File: src/rtl/core/nlms_pkg.sv
// ----------------------------------------------------------------------------
// NLMS package
// Shared types and constants for the block NLMS adaptive filter core.
// ----------------------------------------------------------------------------
package nlms_pkg;

    localparam int SAMPLE_W = 16;
    localparam int WEIGHT_W = 24;
    localparam int STEP_W   = 16;
    localparam int ENERGY_W = 40;
    localparam int GAIN_W   = 45;   // step << 38 divided by at least 1074
    localparam int DOT_W    = 48;

    localparam logic [ENERGY_W-1:0] REG_Q30     = 40'd1074;
    localparam logic [WEIGHT_W-1:0] WEIGHT_INIT = 24'd10486;
    localparam logic [STEP_W-1:0]   STEP_RESET  = 16'd3277;

    // Commands from the controller to the datapath.
    typedef struct packed {
        logic load;         // write one sample and add its square
        logic div_start;    // begin the gain division
        logic dot_clear;    // clear the dot accumulator
        logic dot_acc;      // accumulate one weight times sample
        logic err_calc;     // form the error of the current pass
        logic gain_mul;     // form the per-pass update coefficient
        logic upd;          // update one weight
        logic blk_clear;    // clear the energy after the block
    } t_cmd;

    typedef struct packed {
        logic div_done;
    } t_stat;

endpackage

File: src/rtl/core/nlms_ctrl.sv
// ----------------------------------------------------------------------------
// NLMS controller
// Sequences loading, the gain division and the dot/update passes.
// ----------------------------------------------------------------------------
module nlms_ctrl
    import nlms_pkg::*;
#(
    parameter int BLOCK_LEN = 64,
    parameter int IDX_W     = 6
)
(
    input  logic             i_clk,
    input  logic             i_rst_n,
    input  logic             i_start,
    input  t_stat            i_stat,
    output t_cmd             o_cmd,
    output logic [IDX_W-1:0] o_idx,
    output logic [IDX_W-1:0] o_rd_idx,
    output logic [IDX_W-1:0] o_pass,
    output logic             o_busy,
    output logic             o_strobe,
    output logic             o_last
);

    localparam logic [2:0] S_LOAD = 3'd0;
    localparam logic [2:0] S_DIV  = 3'd1;
    localparam logic [2:0] S_DOT  = 3'd2;
    localparam logic [2:0] S_ERR  = 3'd3;
    localparam logic [2:0] S_GAIN = 3'd4;
    localparam logic [2:0] S_UPD  = 3'd5;

    localparam logic [IDX_W-1:0] LAST_IDX = IDX_W'(BLOCK_LEN - 1);

    logic [2:0]       r_state, n_state;
    logic [IDX_W-1:0] r_idx, n_idx;
    logic [IDX_W-1:0] r_pass, n_pass;
    logic             r_strobe, n_strobe;
    t_cmd             w_cmd;

    always_comb begin
        n_state  = r_state;
        n_idx    = r_idx;
        n_pass   = r_pass;
        n_strobe = 1'b0;
        w_cmd    = '0;
        case (r_state)
            S_LOAD: begin
                if (i_start) begin
                    w_cmd.load = 1'b1;
                    if (r_idx == LAST_IDX) begin
                        n_state = S_DIV;
                        w_cmd.div_start = 1'b0;
                    end else begin
                        n_idx = r_idx + 1'b1;
                    end
                end
            end
            S_DIV: begin
                // The energy register already holds the full sum here.
                if (i_stat.div_done) begin
                    n_state         = S_DOT;
                    n_idx           = '0;
                    n_pass          = '0;
                    w_cmd.dot_clear = 1'b1;
                end
            end
            S_DOT: begin
                w_cmd.dot_acc = 1'b1;
                if (r_idx == LAST_IDX) begin
                    n_state = S_ERR;
                    n_idx   = '0;
                end else begin
                    n_idx = r_idx + 1'b1;
                end
            end
            S_ERR: begin
                w_cmd.err_calc = 1'b1;
                n_state        = S_GAIN;
                n_strobe       = 1'b1;
            end
            S_GAIN: begin
                w_cmd.gain_mul = 1'b1;
                n_state        = S_UPD;
            end
            S_UPD: begin
                w_cmd.upd = 1'b1;
                if (r_idx == LAST_IDX) begin
                    n_idx = '0;
                    if (r_pass == LAST_IDX) begin
                        n_state         = S_LOAD;
                        w_cmd.blk_clear = 1'b1;
                    end else begin
                        n_pass          = r_pass + 1'b1;
                        n_state         = S_DOT;
                        w_cmd.dot_clear = 1'b1;
                    end
                end else begin
                    n_idx = r_idx + 1'b1;
                end
            end
            default: begin
                n_state = S_LOAD;
                n_idx   = '0;
            end
        endcase
    end

    // A separate registered pulse starts the divider on entry to S_DIV, when
    // the last square has already landed in the energy register.
    logic r_div_go;

    always_ff @(posedge i_clk) begin
        if (!i_rst_n) begin
            r_state  <= S_LOAD;
            r_idx    <= '0;
            r_pass   <= '0;
            r_strobe <= 1'b0;
            r_div_go <= 1'b0;
        end else begin
            r_state  <= n_state;
            r_idx    <= n_idx;
            r_pass   <= n_pass;
            r_strobe <= n_strobe;
            r_div_go <= (r_state == S_LOAD) && (n_state == S_DIV);
        end
    end

    always_comb begin
        o_cmd           = w_cmd;
        o_cmd.div_start = r_div_go;
    end

    assign o_idx    = r_idx;
    assign o_rd_idx = n_idx;
    assign o_pass   = r_pass;
    assign o_busy   = (r_state != S_LOAD);
    assign o_strobe = r_strobe;
    assign o_last   = r_strobe && (r_pass == LAST_IDX);

endmodule

File: config.mk
export PLATFORM = sky130hd
export DESIGN_NAME = nlms_ctrl
export DESIGN_NICKNAME = d
export VERILOG_FILES = /design/src/rtl/core/nlms_pkg.sv /design/src/rtl/core/nlms_ctrl.sv
export SDC_FILE = /design/constraint.sdc
export NUM_CORES = 1
export LEC_CHECK = 0
export ABC_AREA = 1
export BUFFER_PORTS_ARGS = -buffer_cell sky130_fd_sc_hd__clkbuf_2
export CORE_MARGIN = 1
export CORE_UTILIZATION = 55
export DETAILED_ROUTE_END_ITERATION = 8
export GPL_ROUTABILITY_DRIVEN = 0
export GPL_TIMING_DRIVEN = 1
export PLACE_DENSITY_LB_ADDON = 0.08
export SKIP_CTS_REPAIR_TIMING = 1
export SLEW_MARGIN = 20
export SYNTH_ARGS = -nofsm -noshare
export SYNTH_HDL_FRONTEND = slang
export SYNTH_SLANG_ARGS = --single-unit
export TNS_END_PERCENT = 1
File: constraint.sdc
create_clock -name i_clk -period 3.3 [get_ports i_clk]
set_input_delay 0.495 -clock i_clk [delete_from_list [all_inputs] [get_ports i_clk]]
set_output_delay 0.495 -clock i_clk [all_outputs]
set_load 0.01 [all_outputs]
After elaboration in Yosys (flattened, before gate mapping)
Index checks and enable logic that the tools add are counted.
- input bits: 4
- output and inout bits: 29
- word-level logic and storage cells: 54
- register bits: 17
- reductions and logical operators: 8
- add/subtract/negate cells: 2
- mux-type cells: 28
- eq/ne operators: 11
- operators by type and width (operator ; count):
    $mux 6 ; 7
    $pmux 6 s4 ; 1
    $pmux 3 s6 ; 1
    $mux 3 ; 5
    $add 6x1->6 const B ; 2
    $eq 6x6->1 const B ; 2
    $pmux 6 s2 ; 1
    $mux 1 ; 8
    $mux 2 ; 4
    $eq 3x1->1 const B ; 2
    $eq 3x2->1 const B ; 2
    $eq 3x3->1 const B ; 2
    $ne 2x2->1 const B ; 3
    $reduce_and 4->1 ; 1
    $reduce_or 2->1 ; 2
    $logic_not 3->1 ; 1
    $reduce_bool 3->1 ; 1
    $logic_and 1x1->1 ; 2
    $pmux 1 s2 ; 1
    $reduce_bool 2->1 ; 1

Logic depth before layout (Yosys ltp)
Gate-level depths: netlist (run 1).
- word-level depth: 6
- depth in mapped cells: 10
- depth with buffers taken out: 10

Worst setup path after synthesis (run 1)
OpenSTA, ideal clock, no wires.
- path type: register to output
- start: register r_idx[0], in the netlist o_idx[0]
- end: output port o_rd_idx[0]
- cell stages (with the launch flop): 11
- buffers on the path: 0
- required time: 2805 ps
- arrival: 1680 ps
- path slack: 1125 ps
- cell sequence: dfxtp_1 ha_1 nand3_1 nor2_4 inv_2 ha_1 nand2_1 o21ai_0 o21ai_0 nor2_1 inv_1
- longest elaborated chain between the ends: 4
- elaborated cells between the ends (all ways): 7
- those cells by class: 1 x add/sub; 1 x eq/ne; 5 x mux
- ends and longest elaborated chain (what ; RTL line ; text):
    start: declaration ; nlms_ctrl.sv:35 ; logic [IDX_W-1:0] r_idx, n_idx;
    start signal: assignment ; nlms_ctrl.sv:121 ; r_idx <= n_idx;
    $add 6x1->6 / $eq 6x6->1 (equally long branches) ; - ;
    $mux 6 ; nlms_ctrl.sv:50 ; if (r_idx == LAST_IDX) begin
    $mux 6 ; nlms_ctrl.sv:48 ; if (i_start) begin
    $pmux 6 s4 * ; nlms_ctrl.sv:46 ; case (r_state)
    end: declaration ; nlms_ctrl.sv:18 ; output logic [IDX_W-1:0] o_rd_idx,
Every way passes the cells marked *; elsewhere a longest branch is shown, timed or not.

Worst setup path after layout (run 1)
Same ends and word-level chain as after synthesis.

==> results of run 1 <==
==> flip-flops by register name, summed over array words and instances (netlist names) <==
register  cells
r_div_go      1
r_state       3
o_pass        6
o_idx         6
o_strobe      1
==> synthesized netlist by cell type, types with 2 or more instances <==
cell type | number | area, um^2
o21ai_0 | 10 | 50.1
ha_1 | 3 | 37.5
a21oi_1 | 11 | 55.1
nand2_1 | 58 | 218
buf_4 | 2 | 15.0
inv_1 | 26 | 97.6
nand3_2 | 2 | 20.0
nor2_1 | 23 | 86.3
o21bai_1 | 3 | 22.5
nor2_4 | 3 | 33.8
dfxtp_1 | 17 | 340
nand3_1 | 9 | 45.0
nor3_1 | 2 | 10.0
inv_2 | 6 | 22.5
nand2_2 | 6 | 37.5
==> layout make-up <==
| type | instances | area [um^2] | share of cell area [%] |
|---|---|---|---|
| clock buffers | 3 | 22.5 | 1.66 |
| flip-flops and latches | 17 | 340 | 25.1 |
| repair buffers | 32 | 160 | 11.8 |
| clock inverters | 1 | 5.00 | 0.369 |
| inverters | 32 | 120 | 8.86 |
| multi-input cells | 136 | 674 | 49.7 |
| well taps | 27 | 33.8 | 2.49 |
==> per-layer routing <==
layer | GRT usage, % | up-vias | wire, um
li1 | - | 652 | -
met1 | 29.5 | 533 | 1170
met2 | 40.8 | 27 | 1340
met3 | 4.15 | 6 | 80
met4 | 9.44 | 0 | 45
met5 | 0 | - | 0
==> worst max-delay path, delay by kind of cell, from the launching register on <==
kind                       cells  cell delay, ns
and+or+nand+nor                4            0.51
AOI/OAI and AO/OA              2            0.21
adders and majority gates      2            0.50
buffers and inverters          3            0.27
DFF                            1            0.42
==> path summary, 6_finish.rpt <==
kind | start | to | slack (ns) | cells after the start
setup / recovery | o_idx[0]$_SDFF_PN0_ | o_rd_idx[0] | 0.59 | 11
hold / removal | i_rst_n | o_idx[4]$_SDFF_PN0_ | 0.44 | 3
setup reg to reg | o_idx[0]$_SDFF_PN0_ | o_idx[0]$_SDFF_PN0_ | 1.41 | 10
hold reg to reg | o_pass[0]$_SDFFE_PN0P_ | o_pass[0]$_SDFFE_PN0P_ | 0.51 | 1
==> logic make-up after synthesis <==
logic type      count (synthesis)
simple gates                  107
buf+inv                        35
compound gates                 25
flops                          17
fa+ha+maj                       3
xor+xnor                        1
==> per-stage QoR <==
step | cells | instance area [um^2] | setup slack [ns] | hold WS (ns)
floorplan | 188 | 1150 | 1.13 | 0.500
global placement | 244 | 1330 | 1.02 | 0.482
detailed placement | 244 | 1330 | 0.950 | 0.489
CTS | 248 | 1360 | 0.598 | 0.445
global route | 248 | 1360 | 0.385 | 0.456
finish | 248 | 1360 | 0.590 | 0.444
==> power breakdown <==
group / internal, W / leakage, nW / switching, W / total, W
combinational: 0.0000178 / 0.590 / 0.0000279 / 0.0000457
sequential: 0.000209 / 0.138 / 0.00000506 / 0.000214
clock: 0.0000452 / 0.0177 / 0.0000753 / 0.000121
total: 0.000272 / 0.746 / 0.000108 / 0.000380
==> metrics, run 1 <==
outcome completed; die height 47.8 um; GRT Total Usage 23.8%; Core Area 1960 um^2; vias in the first global route 979; warning count from the yosys run 0; Seq/Total Area, Yosys 29.5%; # fillers 203; worst path cell trace ha_1 > nand3_1 > nor2_4 > inv_2 > ha_1 > nand2_1 > o21ai_0 > o21ai_0 > nor2_1 > inv_1 > clkbuf_2; Initial Util 58.8%; synthesized area per cell 6.14 um^2; PwrDens 280 nW/um^2; final WL 2640 um; fin util 69.1%; Async SR Flop Fraction 0%; Clock Tree Root clkbuf_4; nets 229; fraction of layout cells with a size suffix above 1 25.8%; Rows 16; crit path max fanout 6; number of diodes 0; Layout area overhead 17.6%; slew at the pin closest to its max-slew limit 0.417 ns; initial antenna violation count 0; Leakage 0.746 nW; CTS Buf Count 3; Max-slew headroom 72.1%; Worst Skew 0.00273 ns; Detail Placement HPWL 2090 um; I/O pin count 33; Antenna Nets Post-Route 0; Worst setup EP type output port; CP Data Arrival Time 2.22 ns; Yosys cell types 22; clock slew at reported path FFs 0.11 ns; Slew Viols, Final 0; drt initial violations 22; number of hold violations in the final report 0; crit start category flop; final setup TNS 0 ns; mux contribution to synthesized area 0%; TritonCTS clock tree done; Worst Path Required 2.80 ns; CTS H-Tree Depth 1; # DRC 0; Clock Path Buffers 2; Compound-Gate Fraction of Synth Area 11.8%; Simple-Gate Fraction of Synth Area 42.6%; largest family of logic cells by synthesized area simple AND/OR/NAND/NOR gates; Cell Area, Synth 1150 um^2; max-cap violation count 0; iteration count of the initial detailed-routing pass 4; Post-synth EDFFs 0; Tot Pwr 0.000380 W; Overflow after GRT 0; most frequent cells in the layout 58 x nand2_1, 32 x clkbuf_2, 26 x inv_1; Setup Viol. Count Final 0; RSZ-0062 raised after global routing no; pin count of the biggest net entering global routing 14; CP Class flop to output port; cell count after synthesis 188; Max Freq 369 MHz; global-route wire length before repair 3880 um; Synth Area in XOR/XNOR 0.759%; most common cell after layout, fill and taps aside nand2_1; Yosys reg bits 17; Via density 4.91; worst hold path type primary input to flop; Final Cycle Share 82.1%; Post-Synth Adder-Cell Area 3.25%; crit path time final 2.71 ns; vias 1218; Port-buffer cells 32; Slowest-stage cell, CP dfxtp_1; wire per inst 10.7 um; CTS Sinks 17; overall die width 47.8 um; top_reg_cell synth dfxtp_1; Worst VDD drop 258 uV; Worst path max stage delay 0.42 ns; worst skew pair latency 0.30 ns; Die Area 2280 um^2; syn_nets 195
No activity file was read; power rests on OpenSTA's default activity.
==> run 2: changes to the inputs <==
Settings changed: CORE_UTILIZATION 55 to 46.
Clock period 3.3 ns to 2.4 ns, I/O delays scaled along.
==> run 2 against run 1 <==
Compared with the run above: core utilization down 6.7 points; critical path depth down 1; first-iteration DRC count increased by 55%; final area is 5.7% higher; critical path type unchanged; critical endpoint unchanged; global-route usage decreased by 1.2 points; sequential cell count stayed put; routed wire length increased by 11%; largest cell class unchanged; largest power group unchanged.
==> metrics, run 2 (synthesized netlist as in run 1, its figures left out) <==
switch share 26.6%; # DRC 0; FF/Latch Area 348 um^2; Clock Path Buffers 2; clock slew at reported path FFs 0.10 ns; drt initial violations 34; PwrDens 363 nW/um^2; CP Depth 10; vias 1277; Core Area 2300 um^2; most frequent cells in the layout 58 x nand2_1, 32 x clkbuf_2, 26 x inv_1; iteration count of the initial detailed-routing pass 5; worst skew pair latency 0.29 ns; Port-buffer cells 32; wire per inst 11.5 um; fraction of layout cells with a size suffix above 1 29.1%; Max-slew headroom 68.9%; M3 GR Usage 6.14%; Worst Skew 0.0117 ns; Antenna Nets Post-Route 0; Rows 17; Multi-input gate area 699 um^2; Slowest-stage cell, CP dfxtp_1; Flop pwr share 56.5%; Layout area overhead 24.3%; Worst path top cell family by delay flip-flops; Place WS 0.161 ns; Setup Viol. Count Final 0; Worst path max stage delay 0.49 ns; number of hold violations in the final report 0; crit start category flop; routing usage on met1 29.6%; CTS Buf Count 3; global-route wire length before repair 4570 um; pin count of the biggest net entering global routing 14; CTS H-Tree Depth 1; Die Area 2710 um^2; Slew Viols, Final 0; GRT Total Usage 22.7%; # fillers 237; Hold WS 0.320 ns; Overflow after GRT 0; crit path max fanout 5; crit path time final 2.29 ns; Via density 5.01; Critical Path Source o_idx[2]$_SDFF_PN0_; initial antenna violation count 0; NetSw 0.000138 W; overall die width 52.1 um; Critical R2R Launch o_idx[2]$_SDFF_PN0_; Final Cycle Share 95.4%; most common cell after layout, fill and taps aside nand2_1; Worst VDD drop 363 uV; final worst slack 0.109 ns; CP Data Arrival Time 1.93 ns; Worst Path Required 2.04 ns; CP Class flop to output port; reg2reg end o_idx[0]$_SDFF_PN0_; die height 52.1 um; fin util 62.4%; worst path cell trace nand3_4 > nor2_4 > inv_2 > ha_1 > nand2_1 > o21ai_0 > o21ai_1 > nor2_1 > inv_1 > clkbuf_2; Clk network pwr share 29.2%; Leakage 0.776 nW; Max Freq 437 MHz; number of diodes 0; worst hold path type primary input to flop; Clock Tree Root clkbuf_4; Worst setup EP type output port; final WL 2920 um; combinational group share of total power 14.3%; R2R setup slack 0.75 ns; Initial Util 50.2%; GR Layer Usage met2 37.2%; Worst Reg-to-Reg Cells 9; TritonCTS clock tree done; slew at the pin closest to its max-slew limit 0.466 ns; Worst Path Buf+Inv 3; I/O pin count 33; vias in the first global route 1066; CTS Sinks 17; nets 235; outcome completed; Worst setup endpoint o_rd_idx[0]; Detail Placement HPWL 2150 um; final setup TNS 0 ns; Tot Pwr 0.000521 W; max-cap violation count 0; Most Crowded Layer GR met2; internal power 0.000383 W
[run 2: changes by cell type in the layout (fill, tap and decap cells not counted)]
cell and change:
o21ai_0 -1, dfxtp_1 -2, clkbuf_1 +1, dfxtp_4 +2, nand3_1 -1, ha_4 +1
nand3_4 +1, ha_1 -1, buf_4 +6, o21ai_1 +1, clkinv_2 -1
[run 2: how the worst min path moves through the flow]
stage | startpoint | endpoint | slack [ns] | cells after the start
after detailed placement | o_pass[4]$_SDFFE_PN0P_ | o_pass[4]$_SDFFE_PN0P_ | 0.49 | 2
after global routing | i_rst_n | o_idx[4]$_SDFF_PN0_ | 0.30 | 3
after floorplan | i_rst_n | o_idx[4]$_SDFF_PN0_ | 0.46 | 2
final | i_rst_n | o_idx[4]$_SDFF_PN0_ | 0.32 | 3
after CTS | i_rst_n | o_idx[4]$_SDFF_PN0_ | 0.32 | 3
after global placement | o_pass[0]$_SDFFE_PN0P_ | o_pass[0]$_SDFFE_PN0P_ | 0.48 | 1
[run 2: cell type report]
cell class,count,area share [%]
multi-input cells,136,48.8
flip-flops and latches,17,24.3
repair buffers,38,14.3
inverters,32,8.38
well taps,28,2.44
clock buffers,4,1.83
[run 2: per-stage QoR]
step,instances,instance area [um^2]
2_1_floorplan,188,1150
3_3_place_gp,246,1340
3_5_place_dp,246,1340
4_1_cts,250,1360
5_1_grt,255,1430
6_report,255,1430
[run 2: tightest hold or removal path, stage by stage]
cell	delay, ns
clkbuf_2	0.13
nand2_1	0.06
inv_1	0.04
[run 2: metal layers]
metal  part of all wire (%)  wire length (um)
met5                      0                 0
met2                     48              1420
met4                   0.65                19
met3                    5.5               160
met1                     45              1330
[run 2: power groups by stage]
stage                     Clock [W]  Combinational [W]  Sequential (W)
after global placement            0          0.0000650        0.000299
after CTS                  0.000157          0.0000661        0.000293
after floorplan                   0          0.0000369        0.000302
after detailed placement          0          0.0000655        0.000300
after global routing       0.000173          0.0000816        0.000296
final                      0.000152          0.0000745        0.000294
